--- src/hw/rtl/sbf_pkg.sv ---
// Types, constants and helper functions of the source blacklist packet filter.
package sbf_pkg;

    localparam int TABLE_ENTRIES_DEF = 16;
    localparam logic [3:0] PAT_LEN  = 4'd9;
    localparam logic [3:0] PAT_FAIL = 4'd15;

    localparam logic REQ_BYTE  = 1'b0;
    localparam logic REQ_WRITE = 1'b1;

    localparam logic [1:0] REASON_NONE    = 2'd0;
    localparam logic [1:0] REASON_BLOCKED = 2'd1;
    localparam logic [1:0] REASON_CONTENT = 2'd2;

    typedef struct packed {
        logic        req_type;
        logic [7:0]  data_byte;
        logic        last;
        logic [63:0] arrival_time;
        logic [3:0]  entry_index;
        logic [31:0] entry_ip;
        logic [63:0] entry_id_high;
        logic [63:0] entry_id_low;
        logic        entry_valid;
    } t_in;

    typedef struct packed {
        logic        verdict;
        logic [1:0]  reason_code;
        logic [31:0] source_address;
        logic [63:0] event_id_high;
        logic [63:0] event_id_low;
        logic [63:0] event_time;
        logic [31:0] entry_drops;
        logic [63:0] total_drops;
    } t_out;

    // Summary of one finished frame, produced by the parser.
    typedef struct packed {
        logic        eligible;
        logic        content;
        logic [31:0] src;
    } t_frame;

    // Outcome of one table search.
    typedef struct packed {
        logic        hit;
        logic [63:0] idh;
        logic [63:0] idl;
        logic [31:0] cnt;
    } t_look;

    // Payload pattern "Test Data".
    function automatic logic [7:0] probe_byte(input logic [3:0] idx);
        logic [7:0] v;
        case (idx)
            4'd0:    v = 8'h54;
            4'd1:    v = 8'h65;
            4'd2:    v = 8'h73;
            4'd3:    v = 8'h74;
            4'd4:    v = 8'h20;
            4'd5:    v = 8'h44;
            4'd6:    v = 8'h61;
            4'd7:    v = 8'h74;
            4'd8:    v = 8'h61;
            default: v = 8'h00;
        endcase
        return v;
    endfunction

endpackage

--- src/hw/rtl/sbf_parser.sv ---
// Byte-serial Ethernet/IPv4/TCP header parser and payload pattern tracker.
module sbf_parser (
    input  logic            i_clk,
    input  logic            i_rst_n,
    input  logic            i_take,
    input  logic [7:0]      i_byte,
    input  logic            i_last,
    output sbf_pkg::t_frame o_sum
);
    import sbf_pkg::*;

    logic [7:0]  r_pos, n_pos;
    logic [3:0]  r_ihl, n_ihl;
    logic [3:0]  r_doff, n_doff;
    logic [7:0]  r_proto, n_proto;
    logic [31:0] r_src, n_src;
    logic        r_et_hi, n_et_hi;
    logic        r_et_ok, n_et_ok;
    logic [3:0]  r_prog, n_prog;

    logic [8:0] pw, tcp, start, len, tcp_f, pl;
    logic [8:0] rel;
    logic       eligible, content;

    always_comb begin
        pw      = {1'b0, r_pos};
        n_pos   = (r_pos == 8'd255) ? r_pos : r_pos + 8'd1;
        n_et_hi = r_et_hi | (r_pos == 8'd12 && i_byte == 8'h08);
        n_et_ok = r_et_ok | (r_pos == 8'd13 && r_et_hi && i_byte == 8'h00);
        n_ihl   = (r_pos == 8'd14) ? i_byte[3:0] : r_ihl;
        n_proto = (r_pos == 8'd23) ? i_byte : r_proto;
        n_src   = (r_pos >= 8'd26 && r_pos <= 8'd29) ? {r_src[23:0], i_byte} : r_src;
        tcp     = 9'd14 + {3'b0, r_ihl, 2'b00};
        start   = tcp + {3'b0, r_doff, 2'b00};
        rel     = pw - start;
        n_doff  = (r_ihl >= 4'd5 && pw == tcp + 9'd12) ? i_byte[7:4] : r_doff;
        n_prog  = r_prog;
        if (r_ihl >= 4'd5 && r_doff >= 4'd5 && pw >= start && pw < start + 9'd9
                && r_prog != PAT_FAIL) begin
            n_prog = (i_byte == probe_byte(rel[3:0])) ? r_prog + 4'd1 : PAT_FAIL;
        end

        // Frame verdict inputs, taken from the state including this byte.
        len      = pw + 9'd1;
        tcp_f    = 9'd14 + {3'b0, n_ihl, 2'b00};
        pl       = tcp_f + {3'b0, n_doff, 2'b00};
        eligible = (len >= 9'd34) && n_et_ok;
        content  = eligible && n_proto == 8'd6 && n_ihl >= 4'd5 && tcp_f + 9'd20 <= len
                   && n_doff >= 4'd5 && pl < len && pl + 9'd9 <= len && n_prog == PAT_LEN;
        o_sum.eligible = eligible;
        o_sum.content  = content;
        o_sum.src      = eligible ? n_src : 32'd0;
    end

    always_ff @(posedge i_clk) begin
        if (!i_rst_n) begin
            r_pos <= '0; r_ihl <= '0; r_doff <= '0; r_proto <= '0;
            r_src <= '0; r_et_hi <= 1'b0; r_et_ok <= 1'b0; r_prog <= '0;
        end else if (i_take) begin
            if (i_last) begin
                r_pos <= '0; r_ihl <= '0; r_doff <= '0; r_proto <= '0;
                r_src <= '0; r_et_hi <= 1'b0; r_et_ok <= 1'b0; r_prog <= '0;
            end else begin
                r_pos <= n_pos; r_ihl <= n_ihl; r_doff <= n_doff; r_proto <= n_proto;
                r_src <= n_src; r_et_hi <= n_et_hi; r_et_ok <= n_et_ok; r_prog <= n_prog;
            end
        end
    end

endmodule

--- src/hw/rtl/sbf_table.sv ---
// Blacklist slot memory, per-slot drop counter memory and sequential search engine.
module sbf_table #(
    parameter int ENTRIES = sbf_pkg::TABLE_ENTRIES_DEF
) (
    input  logic           i_clk,
    input  logic           i_rst_n,
    input  logic           i_wr_en,
    input  logic [3:0]     i_wr_idx,
    input  logic [31:0]    i_wr_ip,
    input  logic [63:0]    i_wr_idh,
    input  logic [63:0]    i_wr_idl,
    input  logic           i_wr_valid,
    input  logic           i_start,
    input  logic           i_search,
    input  logic [31:0]    i_src,
    input  logic           i_ack,
    output logic           o_idle,
    output logic           o_done,
    output sbf_pkg::t_look o_look
);
    import sbf_pkg::*;

    localparam int IW = (ENTRIES > 1) ? $clog2(ENTRIES) : 1;
    localparam logic [IW-1:0] LAST_IDX = IW'(ENTRIES - 1);

    typedef enum logic [2:0] {S_IDLE, S_SCAN, S_CMP, S_CNT, S_DONE} t_state;

    logic [159:0] slot_mem [ENTRIES];
    logic [31:0]  cnt_mem  [ENTRIES];
    logic [159:0] r_slot_q;
    logic [31:0]  r_cnt_q;

    t_state          r_state;
    logic [ENTRIES-1:0] r_valid;
    logic [IW-1:0]   r_idx;
    logic [31:0]     r_src;
    t_look           r_look;

    logic            wr_ok;
    logic [IW-1:0]   wr_addr;
    logic            hit_now;
    logic            cnt_we;
    logic [IW-1:0]   cnt_addr;
    logic [31:0]     cnt_wd;

    always_comb begin
        wr_ok    = i_wr_en && (32'(i_wr_idx) < 32'(ENTRIES));
        wr_addr  = IW'(i_wr_idx);
        hit_now  = r_valid[r_idx] && (r_slot_q[159:128] == r_src);
        cnt_we   = wr_ok || (r_state == S_CNT);
        cnt_addr = wr_ok ? wr_addr : r_idx;
        cnt_wd   = wr_ok ? 32'd0 : r_cnt_q + 32'd1;
    end

    always_ff @(posedge i_clk) begin
        if (wr_ok) begin
            slot_mem[wr_addr] <= {i_wr_ip, i_wr_idh, i_wr_idl};
        end
        if (cnt_we) begin
            cnt_mem[cnt_addr] <= cnt_wd;
        end
        r_slot_q <= slot_mem[r_idx];
        r_cnt_q  <= cnt_mem[r_idx];
    end

    always_ff @(posedge i_clk) begin
        if (!i_rst_n) begin
            r_state <= S_IDLE;
            r_valid <= '0;
            r_idx   <= '0;
            r_look  <= '0;
        end else begin
            if (wr_ok) begin
                r_valid[wr_addr] <= i_wr_valid;
            end
            unique case (r_state)
                S_IDLE: begin
                    if (i_start) begin
                        r_idx  <= '0;
                        r_src  <= i_src;
                        r_look <= '0;
                        r_state <= i_search ? S_SCAN : S_DONE;
                    end
                end
                S_SCAN: r_state <= S_CMP;
                S_CMP: begin
                    if (hit_now) begin
                        r_look.hit <= 1'b1;
                        r_look.idh <= r_slot_q[127:64];
                        r_look.idl <= r_slot_q[63:0];
                        r_state    <= S_CNT;
                    end else if (r_idx == LAST_IDX) begin
                        r_state <= S_DONE;
                    end else begin
                        r_idx   <= r_idx + IW'(1);
                        r_state <= S_SCAN;
                    end
                end
                S_CNT: begin
                    r_look.cnt <= r_cnt_q + 32'd1;
                    r_state    <= S_DONE;
                end
                S_DONE: begin
                    if (i_ack) begin
                        r_state <= S_IDLE;
                    end
                end
                default: r_state <= S_IDLE;
            endcase
        end
    end

    assign o_idle = (r_state == S_IDLE);
    assign o_done = (r_state == S_DONE);
    assign o_look = r_look;

endmodule

--- src/hw/rtl/source_ip_blacklist_packet_filter_top.sv ---
// Top level of the source address blacklist packet filter.
//
//   Channel | Signals                         | Payload
//   --------+---------------------------------+-------------------------------
//   input   | i_in_valid / o_in_ready         | i_in  (frame byte or table write)
//   output  | o_out_valid / i_out_ready       | o_out (one verdict per frame)
//
// A table write or a frame byte that is not the last one is taken without a stall.
// After the last byte of a frame the slot memory is searched one entry at a time;
// the input channel stalls during that search and until the verdict has moved
// into the output register. Reset is synchronous and clears the valid bits,
// the global counter and the parser; slot contents need no reset.
// A verdict waiting in the output register does not stop new transfers until
// the next frame's search finishes.
module source_ip_blacklist_packet_filter_top #(
    parameter int TABLE_ENTRIES = sbf_pkg::TABLE_ENTRIES_DEF
) (
    input  logic          i_clk,
    input  logic          i_rst_n,
    input  logic          i_in_valid,
    output logic          o_in_ready,
    input  sbf_pkg::t_in  i_in,
    output logic          o_out_valid,
    input  logic          i_out_ready,
    output sbf_pkg::t_out o_out
);
    import sbf_pkg::*;

    logic   accept, take, frame_end, wr_en;
    t_frame sum;
    t_frame r_sum;
    logic [63:0] r_time;
    logic [63:0] r_total;
    logic   tbl_idle, tbl_done, ack, drop;
    t_look  look;
    t_out   r_out;
    logic   r_out_valid;

    // A transfer is taken whenever the search engine is free.
    assign o_in_ready = tbl_idle;
    assign accept     = i_in_valid && o_in_ready;
    assign wr_en      = accept && (i_in.req_type == REQ_WRITE);
    assign take       = accept && (i_in.req_type == REQ_BYTE);
    assign frame_end  = take && i_in.last;

    sbf_parser u_parser (
        .i_clk   (i_clk),
        .i_rst_n (i_rst_n),
        .i_take  (take),
        .i_byte  (i_in.data_byte),
        .i_last  (i_in.last),
        .o_sum   (sum)
    );

    sbf_table #(.ENTRIES(TABLE_ENTRIES)) u_table (
        .i_clk      (i_clk),
        .i_rst_n    (i_rst_n),
        .i_wr_en    (wr_en),
        .i_wr_idx   (i_in.entry_index),
        .i_wr_ip    (i_in.entry_ip),
        .i_wr_idh   (i_in.entry_id_high),
        .i_wr_idl   (i_in.entry_id_low),
        .i_wr_valid (i_in.entry_valid),
        .i_start    (frame_end),
        .i_search   (sum.eligible),
        .i_src      (sum.src),
        .i_ack      (ack),
        .o_idle     (tbl_idle),
        .o_done     (tbl_done),
        .o_look     (look)
    );

    // The verdict moves into the output register once that register is free.
    assign ack  = tbl_done && (!r_out_valid || i_out_ready);
    assign drop = look.hit || r_sum.content;

    always_ff @(posedge i_clk) begin
        if (frame_end) begin
            r_sum  <= sum;
            r_time <= i_in.arrival_time;
        end
        if (ack) begin
            r_out.verdict        <= drop;
            r_out.reason_code    <= look.hit ? REASON_BLOCKED :
                                    (r_sum.content ? REASON_CONTENT : REASON_NONE);
            r_out.source_address <= r_sum.src;
            r_out.event_id_high  <= look.idh;
            r_out.event_id_low   <= look.idl;
            r_out.event_time     <= r_time;
            r_out.entry_drops    <= look.cnt;
            r_out.total_drops    <= r_total + {63'd0, drop};
        end
    end

    always_ff @(posedge i_clk) begin
        if (!i_rst_n) begin
            r_total     <= '0;
            r_out_valid <= 1'b0;
        end else begin
            if (ack) begin
                r_total     <= r_total + {63'd0, drop};
                r_out_valid <= 1'b1;
            end else if (i_out_ready) begin
                r_out_valid <= 1'b0;
            end
        end
    end

    assign o_out_valid = r_out_valid;
    assign o_out       = r_out;

endmodule

--- config.mk ---
export PLATFORM = sky130hd
export DESIGN_NAME = source_ip_blacklist_packet_filter_top
export DESIGN_NICKNAME = d
export VERILOG_FILES = /design/src/hw/rtl/sbf_pkg.sv /design/src/hw/rtl/sbf_parser.sv /design/src/hw/rtl/sbf_table.sv /design/src/hw/rtl/source_ip_blacklist_packet_filter_top.sv
export SDC_FILE = /design/constraint.sdc
export NUM_CORES = 2
export LEC_CHECK = 0
export BUFFER_PORTS_ARGS = -buffer_cell sky130_fd_sc_hd__buf_4
export CORE_ASPECT_RATIO = 0.75
export CORE_UTILIZATION = 39
export CTS_BUF_LIST = sky130_fd_sc_hd__clkbuf_4
export CTS_CLUSTER_SIZE = 16
export DETAILED_ROUTE_END_ITERATION = 16
export PLACE_DENSITY = 0.65
export SETUP_SLACK_MARGIN = 0.2
export SLEW_MARGIN = 20
export SYNTH_ARGS = -nofsm -noshare
export SYNTH_HDL_FRONTEND = slang
export SYNTH_SLANG_ARGS = --single-unit
--- constraint.sdc ---
create_clock -name i_clk -period 30.2 [get_ports i_clk]
set_input_delay 1.51 -clock i_clk [delete_from_list [all_inputs] [get_ports i_clk]]
set_output_delay 1.51 -clock i_clk [all_outputs]
set_load 0.03 [all_outputs]
Yosys cells after proc, flatten, opt, wreduce, memory -nomap -nowiden
Memories as Yosys holds them, arrays and structs flattened. A register that Yosys moved wholly into a read port is not among the register bits.
Index checks and enable logic that the tools add are counted.

storage, ports and cells
  flip-flop bits (word level) = 763
  latch bits = 0
  bits in writable memories = 3,072
  ROM bits = 96
  input bits = 243
  output and inout port bits = 325
  logic and storage cells = 172
  memories kept = 3

operators by class
  $add $sub $neg = 15
  multipliers = 0
  divide/modulo/power cells = 0
  magnitude comparators = 15
  equal/unequal tests = 23
  shift operators = 0
  multiplexer cells = 45
  bitwise operators = 3
  reduce and logical (&&, ||, !) cells = 39

memories
  memory            depth  width  rd ports  clocked after Yosys merged registers in  write ports  line             text
  u_table.slot_mem  16     160    1         1                                        1            sbf_table.sv:28  logic [159:0] slot_mem [ENTRIES];
  u_table.cnt_mem   16     32     1         1                                        1            sbf_table.sv:29  logic [31:0] cnt_mem [ENTRIES];
  (no name shown)   16     6      1         0                                        0            sbf_pkg.sv:56    case (idx)

operator list
  kind                                                 number
  one-hot mux 129 bit (2 select lines)                 1
  two-way mux 161 bit                                  1
  two-way mux 129 bit                                  1
  two-way mux 32 bit                                   4
  adder 64 x 1 -> 64 bit                               1
  one-hot mux 32 bit (2 select lines)                  1
  two-way mux 4 bit                                    11
  two-way mux 8 bit                                    5
  adder 32 x 1 -> 32 bit, second input constant        1
  == test 32 bit                                       1
  == test 8 x 4 -> 1 bit, second input constant        4
  adder 9 x 4 -> 9 bit, second input constant          3
  logical AND 1 bit                                    24
  <= comparator 9 bit                                  2
  bitwise mux 16 bit                                   1
  >= comparator 4 x 3 -> 1 bit, second input constant  4
  two-way mux 3 bit                                    5
  one-hot mux 3 bit (5 select lines)                   1
  adder 4 x 6 -> 7 bit, first input constant           2
  < comparator 4 x 5 -> 1 bit, second input constant   2
  two-way mux 1 bit                                    10
  adder 8 x 1 -> 9 bit, second input constant          1
  adder 9 x 5 -> 9 bit, second input constant          1
  adder 9 x 6 -> 9 bit                                 1
  37 further kinds                                     52

Depth between registers and ports, before layout
  depth in word-level cells = 12
  mapped depth = 26
  gate-level depth less buffers = 26

Hierarchy
From an unflattened synthesis, not the netlist that was laid out.

unflattened totals
  cells, all modules = 7,216
  area total of the unflattened synthesis = 150,020.1 um2

modules (own cells, without submodules)
  module                                 instances  cells each  area each (um2)
  sbf_table                              1          5,573       127,987.8
  source_ip_blacklist_packet_filter_top  1          973         16,848.7
  sbf_parser                             1          670         5,183.7

Worst setup path after synthesis
No wires, ideal clock.

  path kind = input to register
  start point = input i_in[238] (netlist name)
  end point = register u_table.r_valid[0]
  library setup time = 0.097 ns
  arrival time = 13.991 ns
  required time = 30.103 ns
  path slack = 16.112 ns
  cell stages on the path = 6
  buffers on the path = 1
  path through = nand3_1 -> or3_1 -> clkbuf_1 -> nor3_1 -> mux2i_1 -> nor2b_1

between the ends
  longest elaborated chain between the ends = 1

ends and longest elaborated chain
  element                         line                                         text
  start: declaration              source_ip_blacklist_packet_filter_top.sv:22  input sbf_pkg::t_in i_in,
  logical AND 1 bit               source_ip_blacklist_packet_filter_top.sv:42  assign wr_en = accept && (i_in.req_type == REQ_WRITE);
  end signal: indexed assignment  sbf_table.sv:74                              r_valid[wr_addr] <= i_wr_valid;
  end: declaration                sbf_table.sv:34                              logic [ENTRIES-1:0] r_valid;

Every way passes these cells.
A chain may end at the register's enable or synchronous reset.

==> metrics <==
Post-synth EDFFs=3524; slowest stage delay, CP=520 ps; WL/cell=26.1 microns; Synth Instances=6875; cell leakage power=0.0559 uW; vias=76100; Slew Viols, Final=0; FFs w/ async S/R, synth=0; I/O Buffers=567; Layout Cells excl Fill=14300; dpl cells=12300; max-cap violations=0; part of the power in combinational logic=0.031; layout net count=8666; DR DRC count=0; worst endpoint required time=31700 ps; CP max FO=13; FMAX=154 MHz; power per cell area=62.6 mW/mm^2; H-tree depth=6; Psw=2430 uW; Clock Tree Buf Depth=4; Layout area overhead=17.0%; row cnt=196; clock sink count=4027; RSZ-0062 raised after global routing=no; r2r setup slk=23720 ps; Reg-to-Reg Start=u_parser.r_ihl[0]$_SDFFE_PN0P_; DRT Pass-1 Iters=6; relative slew slack=0.217; Max IR drop VDD=0.0393 mV; type of origin of the critical path=flip-flop; DIE HEIGHT=537 microns; Seq pwr share=0.561; mapped cell area=0.149 sq mm; minimum clock period=6480 ps; first-pass GRT wire length=537 mm; GR Overflow Total=0; hold depth=1; Post-DP HPWL=201 mm; Vias/cell=5.33; area of the die=0.384 sq mm; Critical Path End Type=flip-flop; outcome=finished clean; synth warn=0; delay-heaviest family, CP=compound AO/OA/AOI/OAI gates; worst hold slack=262 ps; initial core utilization=0.392; drt total wl=373 mm; slowest CP cell=dfxtp_1; initial DRC count=7183; setup tns final=0 ps; Net Count, Synth=7180; share of layout cells above drive strength 1=0.351; core area=0.380 sq mm; Filler cells=31800; worst r2r dst=r_sum[32]$_DFFE_PP_; Tcrit/Tclk final=0.215; HP Start=i_in[81]; Skew-Pair Late Insertion Delay=1670 ps; initial antenna violation count=93; proportion of synthesized chip area in sequential cells=0.779; post-route cell area=0.174 sq mm; Net Sw Frac=0.223; global-route usage over all layers=0.190; final core utilization=0.458; Clk pwr share=0.408; CP Data Arrival Time=7980 ps; Bufs and invs on worst path=3; Post-synth top flop=edfxtp_1; Hold Fails Final Rpt=0; Syn Area/Cell=21.6 sq um; CTS tree=yes; Min-Delay Endpoint=u_table.slot_mem[15][80]$_DFFE_PP_; vias in the first global route=78100; antenna viol nets, final=0; routability congestion estimate=0.828; post-synth cell types=73; internal power=8460 uW; clk_skew=203 ps; actual slew at the worst max-slew pin=1170 ps; Num CTS Buffers=928; Clock Tree Root=clkbuf_4; CP Class=flip-flop to flip-flop; io pins=568; Yosys reg bits=4027; Final setup viols=0; largest net degree at the start of global routing=147; worst hold path type=input port to flip-flop; Post-DP Area=0.160 sq mm; cts repair resizes=0; R2R depth=25; clock transition at the registers of the reported paths=80 ps; Die X-Extent=715 microns
## worst max path at each step
stage,depth (start not counted),startpoint,endpoint
floorplan,6,i_in[238],u_table.r_valid[0]$_SDFFE_PN0P_
global placement,25,u_parser.r_ihl[0]$_SDFFE_PN0P_,r_sum[32]$_DFFE_PP_
detailed placement,25,u_parser.r_ihl[0]$_SDFFE_PN0P_,r_sum[32]$_DFFE_PP_
CTS,25,u_parser.r_ihl[0]$_SDFFE_PN0P_,r_sum[32]$_DFFE_PP_
global route,25,u_parser.r_ihl[0]$_SDFFE_PN0P_,r_sum[32]$_DFFE_PP_
finish,25,u_parser.r_ihl[0]$_SDFFE_PN0P_,r_sum[32]$_DFFE_PP_
## state kept, by name (all words and copies together), names as in the netlist, 8 cells and up
name and count:
u_table.cnt_mem 512, u_table.o_look 161, o_out 323, r_time 64, r_sum 33, u_parser.r_proto 8, u_table.r_src 32, r_total 64
u_table.r_cnt_q 32, u_parser.r_pos 8, u_table.r_slot_q 160, u_table.r_valid 16, u_table.slot_mem 2560, u_parser.r_src 32
## logic make-up (layout without fill, tap and decap cells)
logic type,count (synthesis),after routing,share of synthesized area
AOI/OAI and AO/OA,465,465,0.0216
xor gates and xnor gates,199,199,0.0118
adders and majority gates,62,62,0.00537
buffers and inverters,380,2689,0.00990
DFF,4027,4027,0.779
muxes,980,980,0.146
other,1,31,0.0000252
and+or+nand+nor,761,761,0.0267
## area by class of cell
cell class | instances | area [sq um] | share of cell area
Multi-Input combinational cell | 2468 | 31700 | 0.182
Timing Repair Buffer | 896 | 7420 | 0.0426
Antenna cell | 30 | 75.1 | 0.000431
Clock inverter | 355 | 2010 | 0.0115
Inverter | 40 | 160 | 0.000920
Tap cell | 5049 | 6320 | 0.0363
Sequential cell | 4027 | 116000 | 0.666
Clock buffer | 1398 | 10500 | 0.0603
## cell usage in the layout (no fill, tap or decap), types with 9 or more instances in the layout
cell,count
nand4_1,41
o21ai_0,91
buf_12,16
nand2_1,180
inv_6,16
ha_1,59
bufinv_16,10
clkinv_2,53
mux4_2,946
nand3_1,82
a22oi_1,43
nor4_1,11
nor2_1,110
clkinv_8,9
a211oi_1,24
xnor2_1,121
nor2b_1,79
and3_1,26
nor3_1,27
edfxtp_1,3524
buf_4,684
clkinv_1,244
or2_2,9
diode_2,30
or3_1,30
a22o_1,128
mux2i_1,28
xor2_1,77
a31oi_1,9
dlygate4sd3_1,195
a21oi_1,83
a21boi_0,43
dfxtp_1,499
inv_1,38
nand2b_1,15
nor2_4,29
and4_1,9
and2_1,80
clkbuf_4,1398
## routing by layer
layer  track usage  up-vias  share of wire
li1              -    32100              -
met1         0.259    40000           0.42
met2         0.309     3320           0.48
met3        0.0407      641          0.074
met4        0.0544       52          0.024
met5             0        -        0.00090
## worst reg2reg max path, delay by kind of cell, from the launching register on
kind / cells / cell delay (ps)
buffers and inverters: 3 / 260
AOI/OAI and AO/OA: 8 / 1760
muxes: 2 / 520
and+or+nand+nor: 5 / 1440
xor gates and xnor gates: 3 / 830
adders and majority gates: 4 / 1010
DFF: 1 / 520
## synthesized netlist by cell type, types with 41 or more instances
cell type / number / area share
mux4_2: 946 / 0.14
xor2_1: 77 / 0.0045
nand2_1: 180 / 0.0045
and2_1: 80 / 0.0034
ha_1: 59 / 0.0050
a21oi_1: 83 / 0.0028
o21ai_0: 91 / 0.0031
clkbuf_1: 218 / 0.0055
xnor2_1: 121 / 0.0071
a22o_1: 128 / 0.0075
nor2b_1: 79 / 0.0033
nand4_1: 41 / 0.0017
edfxtp_1: 3524 / 0.71
nand3_1: 82 / 0.0028
a22oi_1: 43 / 0.0022
nor2_1: 140 / 0.0035
buf_1: 85 / 0.0021
dfxtp_1: 503 / 0.068
a21boi_0: 43 / 0.0022
## power groups by stage
stage	combinational, uW	sequential, uW	clock, uW
global placement	304	6230	0
global route	362	6110	4830
finish	337	6110	4440
detailed placement	315	6230	0
floorplan	154	6250	0
CTS	342	6110	4570
## metrics by stage
step / setup slack, ps / total power, uW
final: 23720 / 10900
after global routing: 23240 / 11300
after floorplan: 16110 / 6410
after global placement: 23710 / 6540
after detailed placement: 23800 / 6550
after CTS: 23800 / 11000
## repair_timing
item                      in CTS  in global routing
setup buffers                  0                  0
hold buffers                 195                  0
hold endpoints to repair    1791                  0
(Power assumes the default switching activity.)
